`config.mk`:
```
export PLATFORM = sky130hd
export DESIGN_NAME = cigar_aligned_region_stats_unit
export DESIGN_NICKNAME = d
export VERILOG_FILES = /design/src/rtl/carstat_pkg.sv /design/src/rtl/cigar_aligned_region_stats_unit.sv
export SDC_FILE = /design/constraint.sdc
export NUM_CORES = 1
export LEC_CHECK = 0
export ABC_AREA = 1
export BUFFER_PORTS_ARGS = -buffer_cell sky130_fd_sc_hd__buf_2
export CELL_PAD_IN_SITES_DETAIL_PLACEMENT = 1
export CELL_PAD_IN_SITES_GLOBAL_PLACEMENT = 1
export CORE_MARGIN = 2
export CORE_UTILIZATION = 49
export CTS_CLUSTER_DIAMETER = 60
export DETAILED_ROUTE_END_ITERATION = 8
export HOLD_SLACK_MARGIN = 0.02
export PLACE_DENSITY = 0.95
export SLEW_MARGIN = 10
export SYNTH_ARGS = -nofsm -noshare
export SYNTH_HDL_FRONTEND = slang
export SYNTH_SLANG_ARGS = --single-unit
```
`constraint.sdc`:
```
create_clock -name i_clk -period 13.14 [get_ports i_clk]
set_input_delay 0.657 -clock i_clk [delete_from_list [all_inputs] [get_ports i_clk]]
set_output_delay 0.657 -clock i_clk [all_outputs]
set_load 0.03 [all_outputs]
```
`src/rtl/carstat_pkg.sv`:
```
// Package for the CIGAR aligned-region statistics unit.
// Holds the operation codes, the transaction structs and the saturating adder.
// No dependencies.
package carstat_pkg;

    // Operation kind codes; anything else counts as "other"
    localparam logic [2:0] KIND_MATCH    = 3'd0;
    localparam logic [2:0] KIND_MISMATCH = 3'd1;
    localparam logic [2:0] KIND_INSERT   = 3'd2;
    localparam logic [2:0] KIND_DELETE   = 3'd3;
    localparam logic [2:0] KIND_OTHER    = 3'd4;

    localparam int unsigned LEN_W   = 28;
    localparam int unsigned COUNT_W = 32;
    localparam logic [COUNT_W-1:0] COUNT_MAX = '1;

    // One CIGAR operation
    typedef struct packed {
        logic [2:0]       op_kind;
        logic [LEN_W-1:0] run_length;
        logic             last_op;
    } t_in_item;

    // One statistics result
    typedef struct packed {
        logic [COUNT_W-1:0] match_count;
        logic [COUNT_W-1:0] mismatch_count;
        logic [COUNT_W-1:0] region_columns;
        logic [COUNT_W-1:0] lead_query_bases;
        logic [COUNT_W-1:0] lead_subject_bases;
        logic [COUNT_W-1:0] lead_columns;
        logic               count_overflow;
    } t_out_item;

    // Saturating add: bit COUNT_W flags saturation, low bits hold the clamped sum
    function automatic logic [COUNT_W:0] sat_add(input logic [COUNT_W-1:0] a,
                                                 input logic [COUNT_W-1:0] b);
        logic [COUNT_W:0] s;
        s = {1'b0, a} + {1'b0, b};
        if (s[COUNT_W]) begin
            return {1'b1, COUNT_MAX};
        end
        return s;
    endfunction

endpackage

```
`src/rtl/cigar_aligned_region_stats_unit.sv`:
```
// Top level of the CIGAR aligned-region statistics unit.
// Input register, accumulators and result register; uses carstat_pkg.
//
// Usage:
//   Input channel (i_in_valid / o_in_stall / i_in_item) takes one CIGAR
//   operation per transaction: kind, run length and a last-operation flag.
//   Output channel (o_out_valid / i_out_stall / o_out_item) gives one result
//   per CIGAR, built from the operation flagged last.
//   An accepted operation lands in the input register and is folded into
//   the accumulators at the edge that takes it out of that register; for a
//   last operation the result is loaded into the result register and
//   o_out_valid rises at that edge. All accumulators clear at that edge.
//   Throughput is one operation per cycle while no last operation is held,
//   set by the accumulator update (a chain of two 32-bit saturating adds
//   on the region count). Operations without the last flag keep flowing while
//   a result waits; a last operation waits in the input register only while the
//   result register is full and stalled, and then o_in_stall is high.
//   Reset (i_rst_n low, synchronous) empties both registers and clears all
//   counts and the overflow flag.
module cigar_aligned_region_stats_unit (
    input  logic                   i_clk,
    input  logic                   i_rst_n,
    input  logic                   i_in_valid,
    output logic                   o_in_stall,
    input  carstat_pkg::t_in_item  i_in_item,
    output logic                   o_out_valid,
    input  logic                   i_out_stall,
    output carstat_pkg::t_out_item o_out_item
);

    localparam int unsigned CW = carstat_pkg::COUNT_W;

    // Input register
    logic                  r_in_valid;
    carstat_pkg::t_in_item r_in;

    // Accumulators
    logic          r_seen;
    logic [CW-1:0] r_matches;
    logic [CW-1:0] r_mismatches;
    logic [CW-1:0] r_region;
    logic [CW-1:0] r_pending;
    logic [CW-1:0] r_lead_cols;
    logic [CW-1:0] r_lead_query;
    logic [CW-1:0] r_lead_subj;
    logic          r_ovf;

    // Result register
    logic                   r_out_valid;
    carstat_pkg::t_out_item r_out;

    logic          w_blocked;
    logic          w_fire;
    logic          w_aligned;
    logic          w_is_match;
    logic          w_is_ins;
    logic          w_is_del;
    logic [CW-1:0] w_len;
    logic [CW-1:0] w_gap;
    logic [CW:0]   s_gap;
    logic [CW:0]   s_region;
    logic [CW:0]   s_match;
    logic [CW:0]   s_mis;
    logic [CW:0]   s_pend;
    logic [CW:0]   s_lead;
    logic [CW:0]   s_lq;
    logic [CW:0]   s_ls;

    logic          n_seen;
    logic [CW-1:0] n_matches;
    logic [CW-1:0] n_mismatches;
    logic [CW-1:0] n_region;
    logic [CW-1:0] n_pending;
    logic [CW-1:0] n_lead_cols;
    logic [CW-1:0] n_lead_query;
    logic [CW-1:0] n_lead_subj;
    logic          n_ovf;
    carstat_pkg::t_out_item n_out;

    // Handshake: a last op waits only while the result register is held
    assign w_blocked   = r_in.last_op && r_out_valid && i_out_stall;
    assign w_fire      = r_in_valid && !w_blocked;
    assign o_in_stall  = r_in_valid && w_blocked;
    assign o_out_valid = r_out_valid;
    assign o_out_item  = r_out;

    // Kind decode; unused codes fall through as "other"
    assign w_is_match = (r_in.op_kind == carstat_pkg::KIND_MATCH);
    assign w_aligned  = w_is_match || (r_in.op_kind == carstat_pkg::KIND_MISMATCH);
    assign w_is_ins   = (r_in.op_kind == carstat_pkg::KIND_INSERT);
    assign w_is_del   = (r_in.op_kind == carstat_pkg::KIND_DELETE);
    assign w_len      = {{(CW - carstat_pkg::LEN_W){1'b0}}, r_in.run_length};
    assign w_gap      = r_seen ? r_pending : '0;

    // Candidate sums
    assign s_gap    = carstat_pkg::sat_add(r_region, w_gap);
    assign s_region = carstat_pkg::sat_add(s_gap[CW-1:0], w_len);
    assign s_match  = carstat_pkg::sat_add(r_matches, w_len);
    assign s_mis    = carstat_pkg::sat_add(r_mismatches, w_len);
    assign s_pend   = carstat_pkg::sat_add(r_pending, w_len);
    assign s_lead   = carstat_pkg::sat_add(r_lead_cols, w_len);
    assign s_lq     = carstat_pkg::sat_add(r_lead_query, w_len);
    assign s_ls     = carstat_pkg::sat_add(r_lead_subj, w_len);

    // Next accumulator values for the op in the input register
    always_comb begin
        n_seen       = r_seen;
        n_matches    = r_matches;
        n_mismatches = r_mismatches;
        n_region     = r_region;
        n_pending    = r_pending;
        n_lead_cols  = r_lead_cols;
        n_lead_query = r_lead_query;
        n_lead_subj  = r_lead_subj;
        n_ovf        = r_ovf;
        if (w_aligned) begin
            // region absorbs the gap since the previous aligned op
            n_seen    = 1'b1;
            n_region  = s_region[CW-1:0];
            n_pending = '0;
            n_ovf     = r_ovf || s_gap[CW] || s_region[CW];
            if (w_is_match) begin
                n_matches = s_match[CW-1:0];
                n_ovf     = n_ovf || s_match[CW];
            end else begin
                n_mismatches = s_mis[CW-1:0];
                n_ovf        = n_ovf || s_mis[CW];
            end
        end else if (r_seen) begin
            // trailing gap, saturates silently
            n_pending = s_pend[CW-1:0];
        end else begin
            // lead columns
            n_lead_cols = s_lead[CW-1:0];
            n_ovf       = r_ovf || s_lead[CW];
            if (w_is_ins) begin
                n_lead_query = s_lq[CW-1:0];
                n_ovf        = n_ovf || s_lq[CW];
            end else if (w_is_del) begin
                n_lead_subj = s_ls[CW-1:0];
                n_ovf       = n_ovf || s_ls[CW];
            end
        end
    end

    // Result assembly
    always_comb begin
        if (n_seen) begin
            n_out.match_count        = n_matches;
            n_out.mismatch_count     = n_mismatches;
            n_out.region_columns     = n_region;
            n_out.lead_query_bases   = n_lead_query;
            n_out.lead_subject_bases = n_lead_subj;
            n_out.lead_columns       = n_lead_cols;
        end else begin
            // no aligned op: the whole run is the region
            n_out.match_count        = '0;
            n_out.mismatch_count     = '0;
            n_out.region_columns     = n_lead_cols;
            n_out.lead_query_bases   = '0;
            n_out.lead_subject_bases = '0;
            n_out.lead_columns       = '0;
        end
        n_out.count_overflow = n_ovf;
    end

    // Input register
    always_ff @(posedge i_clk) begin
        if (!i_rst_n) begin
            r_in_valid <= 1'b0;
        end else if (!o_in_stall) begin
            r_in_valid <= i_in_valid;
        end
    end

    always_ff @(posedge i_clk) begin
        if (!o_in_stall) begin
            r_in <= i_in_item;
        end
    end

    // Accumulators
    always_ff @(posedge i_clk) begin
        if (!i_rst_n || (w_fire && r_in.last_op)) begin
            r_seen       <= 1'b0;
            r_matches    <= '0;
            r_mismatches <= '0;
            r_region     <= '0;
            r_pending    <= '0;
            r_lead_cols  <= '0;
            r_lead_query <= '0;
            r_lead_subj  <= '0;
            r_ovf        <= 1'b0;
        end else if (w_fire) begin
            r_seen       <= n_seen;
            r_matches    <= n_matches;
            r_mismatches <= n_mismatches;
            r_region     <= n_region;
            r_pending    <= n_pending;
            r_lead_cols  <= n_lead_cols;
            r_lead_query <= n_lead_query;
            r_lead_subj  <= n_lead_subj;
            r_ovf        <= n_ovf;
        end
    end

    // Result register
    always_ff @(posedge i_clk) begin
        if (!i_rst_n) begin
            r_out_valid <= 1'b0;
        end else if (w_fire && r_in.last_op) begin
            r_out_valid <= 1'b1;
        end else if (!i_out_stall) begin
            r_out_valid <= 1'b0;
        end
    end

    always_ff @(posedge i_clk) begin
        if (w_fire && r_in.last_op) begin
            r_out <= n_out;
        end
    end

`ifndef ASSERT_OFF
    // A finished CIGAR leaves every accumulator clear
    a_clear_after_last: assert property (@(posedge i_clk) disable iff (!i_rst_n)
        (w_fire && r_in.last_op) |=> (!r_seen && !r_ovf && r_region == '0 &&
            r_matches == '0 && r_mismatches == '0 && r_pending == '0 &&
            r_lead_cols == '0 && r_lead_query == '0 && r_lead_subj == '0))
        else $error("accumulators not cleared after last op");

    // Lead counts freeze once the region has opened
    a_lead_frozen: assert property (@(posedge i_clk) disable iff (!i_rst_n)
        (w_fire && r_seen && !r_in.last_op) |=>
            (r_lead_cols == $past(r_lead_cols) && r_lead_query == $past(r_lead_query) &&
             r_lead_subj == $past(r_lead_subj)))
        else $error("lead counts changed inside the region");

    // Overflow flag is sticky until the CIGAR ends
    a_ovf_sticky: assert property (@(posedge i_clk) disable iff (!i_rst_n)
        (r_ovf && !(w_fire && r_in.last_op)) |=> r_ovf)
        else $error("overflow flag lost mid-CIGAR");

    // A new result only appears when a last op was folded in
    a_result_source: assert property (@(posedge i_clk) disable iff (!i_rst_n)
        (!(w_fire && r_in.last_op) && !(r_out_valid && i_out_stall)) |=> !r_out_valid)
        else $error("result without a last op");
`endif

endmodule
```
Yosys cells after proc, flatten, opt, wreduce, memory -nomap -nowiden

Cells that the tools add are included.

Logic and storage cells: 102
Register bits: 453

Multiplexer cells: 50
Eq/ne operators: 4
$add $sub $neg: 8
Reductions and logical operators: 19

Operator list:

| operator             | number |
|---|---|
| $mux W32             | 19 |
| $mux W33             | 14 |
| $add A32 B28 Y33     | 7 |
| $mux W128            | 1 |
| $add A32 B32 Y33     | 1 |
| $mux W1              | 16 |
| $logic_or A1 B1 Y1   | 9 |
| $eq A3 B2 Y1 const B | 2 |
| $logic_and A1 B1 Y1  | 5 |
| $eq A3 B1 Y1 const B | 1 |
| $logic_not A3 Y1     | 1 |
| $logic_not A1 Y1     | 2 |
| $ne A2 B1 Y1 const B | 1 |
| $reduce_and A2 Y1    | 1 |
| $reduce_bool A2 Y1   | 1 |

Longest topological paths before layout

Word-level depth: 11
Gate-level depth with buffers: 34
Depth with buffers taken out: 33

Least setup slack after synthesis

No wires, ideal clock.

Path type: input to register
Start: input i_out_stall
End: register r_out (netlist bit o_out_item[0]), enable pin
Cell stages on the path: 7
Required time: 12.594 ns
Arrival: 4.753 ns
Buffers on the path: 0
Setup slack: 7.841 ns
Cell sequence: nand2_1 -> inv_1 -> nand2_1 -> nand2_1 -> inv_1 -> nand2_1 -> inv_1

Cells in the longest elaborated chain, start to end: 4

Ends and longest elaborated chain:

| item                 | line                                   | text |
|---|---|---|
| start, declared      | cigar_aligned_region_stats_unit.sv:27  | `input logic i_out_stall,` |
| $logic_and A1 B1 Y1  | cigar_aligned_region_stats_unit.sv:81  | `assign w_blocked = r_in.last_op && r_out_valid && i_out_stall;` |
| $logic_not A1 Y1     | cigar_aligned_region_stats_unit.sv:82  | `assign w_fire = r_in_valid && !w_blocked;` |
| $logic_and A1 B1 Y1  | cigar_aligned_region_stats_unit.sv:82  |  |
| $logic_and A1 B1 Y1  | cigar_aligned_region_stats_unit.sv:219 | `if (w_fire && r_in.last_op) begin` |
| end signal, assigned | cigar_aligned_region_stats_unit.sv:220 | `r_out <= n_out;` |
| end, declared        | cigar_aligned_region_stats_unit.sv:50  | `carstat_pkg::t_out_item r_out;` |

No other way between the ends.
A chain may end at the register's enable or synchronous reset.

==> results.md <==
* Area of the core at ~0.063 mm^2
* Critical path class: flip-flop to flip-flop
* Post-synth top cells: nand2_1, a21oi_1, nor2_1, inv_1, o21ai_0
* Final Skew at 21.0 ps
* Largest net degree at the start of global routing at approximately 220
* Status: finished clean
* Final Core Density at a little under three fifths
* Top cell type's share of synthesized area at between 20 and 25%
* Max Fclk at around 160 MHz
* Clock Latency Late Sink at 640 ps
* Max Buffers Root-to-Sink at 3
* Setup Viol. Count Final at 0
* Placed Area at 0.0330 mm^2
* Hold Slack at between 150 and 200 ps
* Synth Area per Inst at 7.44 um^2
* Vias at between 30000 and 40000
* CTS Sinks at between 400 and 500
* Top-count cell post-synth: nand2_1
* Port Buffer Count at 230
* CP arrival at 6540 ps
* Final Max Slew Viols at 0
* Syn Inst Count at between 4000 and 5000
* Hold/Removal Path Class: primary input to flip-flop
* Main synth FF type: dfxtp_1
* Slowest stage delay, CP at roughly 940 ps
* Post-CTS setup buffers at 0
* Final Hold Fails at 0
* Top Family by Delay on Critical Path: compound AO/OA/AOI/OAI gates
* Residual DRC at 0
* Max VDD drop at approximately 100 uV
* Effective utilization at floorplan at slightly below 50%
* RSZ-0062 raised after global routing: false
* Antenna violations before repair at 10
* First-pass GRT wire length at 190000 um
* Post-CTS Resized at 0
* Crit path launch type: flip-flop
* Dpl hpwl at approximately 89000 um
* Synth async-reset ratio at 0%
* Leakage at 15.8 nW
* Seq/Total Area, Yosys at a little over a third
* Syn_nets at about 4400
* Routability cong. at just under 1
* Via density at slightly above 6
* Share of layout cells above drive strength 1 at 10.4%
* Chip width at 256 um
* Clock slew at reported path FFs at ~60 ps
* Antenna viol nets, final at 0
* Critical path required time at about 14000 ps
* Total GRT Usage at between 30% and 40%
* EDFF count, synth at ~230
* Slew @ Worst Pin at around 1300 ps
* Synth area leaders: edfxtp_1, dfxtp_1, nand2_1
* Final period utilization at 46.4%
* Most used cell, CP: nand2_1
* CTS Buf Count at 54
* Mapped Area at slightly above 0.03 mm^2
* Pwr dens at about 120 mW/mm^2
* Routed wire length at 128000 um
* Vias in the first global route at 32613
* Nets at 4629
* Area Overhead vs Synth at 12.0%
* Max Cap Viol at 0
* Slew headroom at ~12%
* Critical path buffer and inverter count at 5
* Worst path cell trace: buf_4 > nand2_1 > inv_1 > ha_1 > nand2_1 > nor2_1 > nand2_1 > inv_1 > nand2_1 > nand2_1 > a21oi_2 > inv_1 > or2_2 > ha_1 > inv_1 > fa_1 > o21a_1 > o21ai_1 > nand3_1 > nand2_1 > nand3_2 > o21ai_4 > o22ai_1 > o21ai_0
* Gr ovfl total at 0
* Mean routed wirelength per cell at about 24 um
* IO Pins at between 200 and 250
* Die ar. at around 0.065 mm^2
* DRT Pass-1 Iters at 8
* CTS hold repair buffers at 0
* FP Rows at between 90 and 100
* Die span in y at around 260 um
* CTS tree: done
* CP max-delay cell: o21ai_4
* Number of DRC markers in iteration 0 at ~3200
* CTS H-tree lvls at 2
* Warnings from Yosys at 0
* CTS Root Cell: clkbuf_16
* Post-synth top area cell: edfxtp_1
* Synthesized flop and latch total at 453
* Total negative slack at 0 ps
* Crit Path Max Fanout at 26
* Crit path time final at 6090 ps
* CP Capture Type: flip-flop
* Distinct cells, synth at between 50 and 60
* Finished Cell Area at approximately 0.035 mm^2
## metrics by stage
stage,power [W],setup slack [ps],instances
finish,0.00405,7050,5258
floorplan,0.00220,7840,4176
global route,0.00417,6700,5252
CTS,0.00402,7180,5249
global placement,0.00243,7590,5147
detailed placement,0.00248,7200,5147
## worst paths after layout
kind	to	start	cells past startpoint	slack [ps]
setup / recovery	o_out_item[102]	r_seen	24	7050
setup reg to reg	o_out_item[102]	r_seen	24	7050
hold / removal	r_in[22]	i_in_item[22]	1	190
hold reg to reg	r_pending[13]	r_pending[13]	2	500
## logic make-up (layout without fill, tap and decap cells)
family	count (synthesis)	in the layout	share of synthesized area (%)
and+or+nand+nor	1609	1609	21.3
AOI/OAI and AO/OA	1147	1147	20.8
buffers and inverters	562	789	6.95
DFF	453	453	36.4
adders and majority gates	236	236	9.70
xor gates and xnor gates	167	167	4.71
muxes	2	2	0.0644
other	0	9	0
## cell usage in the layout, fill, tap and decap left out, types with 8 or more instances in the layout
| cell type | instances |
|---|---|
| nor2_2 | 10 |
| nand3b_1 | 11 |
| o21bai_1 | 36 |
| clkinv_2 | 10 |
| or2_2 | 41 |
| nor4_1 | 12 |
| dfxtp_1 | 228 |
| o22ai_2 | 18 |
| a31oi_1 | 26 |
| o211ai_1 | 8 |
| xnor2_1 | 61 |
| fa_1 | 8 |
| edfxtp_1 | 225 |
| xor2_1 | 106 |
| o21ai_0 | 354 |
| a211oi_1 | 9 |
| nor3_1 | 38 |
| o22ai_1 | 102 |
| a21oi_2 | 14 |
| a21boi_0 | 11 |
| inv_1 | 419 |
| nand4_1 | 23 |
| nor2_1 | 451 |
| buf_4 | 26 |
| nand3_1 | 155 |
| nand2_1 | 842 |
| diode_2 | 9 |
| buf_2 | 230 |
| a21oi_1 | 465 |
| clkbuf_16 | 55 |
| o21ai_1 | 34 |
| o21a_1 | 16 |
| ha_1 | 228 |
| a21o_1 | 33 |
| clkbuf_1 | 12 |
## metal layers
metal | GRT usage, % | wire length (um) | vias up
li1 | - | - | 14607
met1 | 45.0 | 48700 | 15739
met2 | 60.2 | 58300 | 1655
met3 | 6.38 | 11000 | 517
met4 | 26.1 | 9970 | 6
met5 | 0 | 43 | -
## final cells by class
type | count | area [um^2]
Multi-Input combinational cell | 3161 | 17600
Fill cell | 8087 | 28100
Clock inverter | 34 | 335
Inverter | 430 | 1630
Sequential cell | 453 | 11300
Tap cell | 846 | 1060
Timing Repair Buffer | 257 | 1370
Clock buffer | 68 | 1440
Antenna cell | 9 | 22.5
## power by group
group,switching (W),internal [W],total [W]
registers,0.0000783,0.00155,0.00163
logic,0.000605,0.000265,0.000870
clock network,0.000687,0.000864,0.00155
## registers in the layout, indices dropped and copies added (netlist names)
signal and count:
r_seen 1, r_pending 32, r_in_valid 1, r_ovf 1, r_lead_cols 32, r_region 32
r_in 32, o_out_valid 1, r_lead_query 32, r_lead_subj 32, o_out_item 193, r_mismatches 32
r_matches 32
Note: power is estimated with default switching activity, not from simulation.
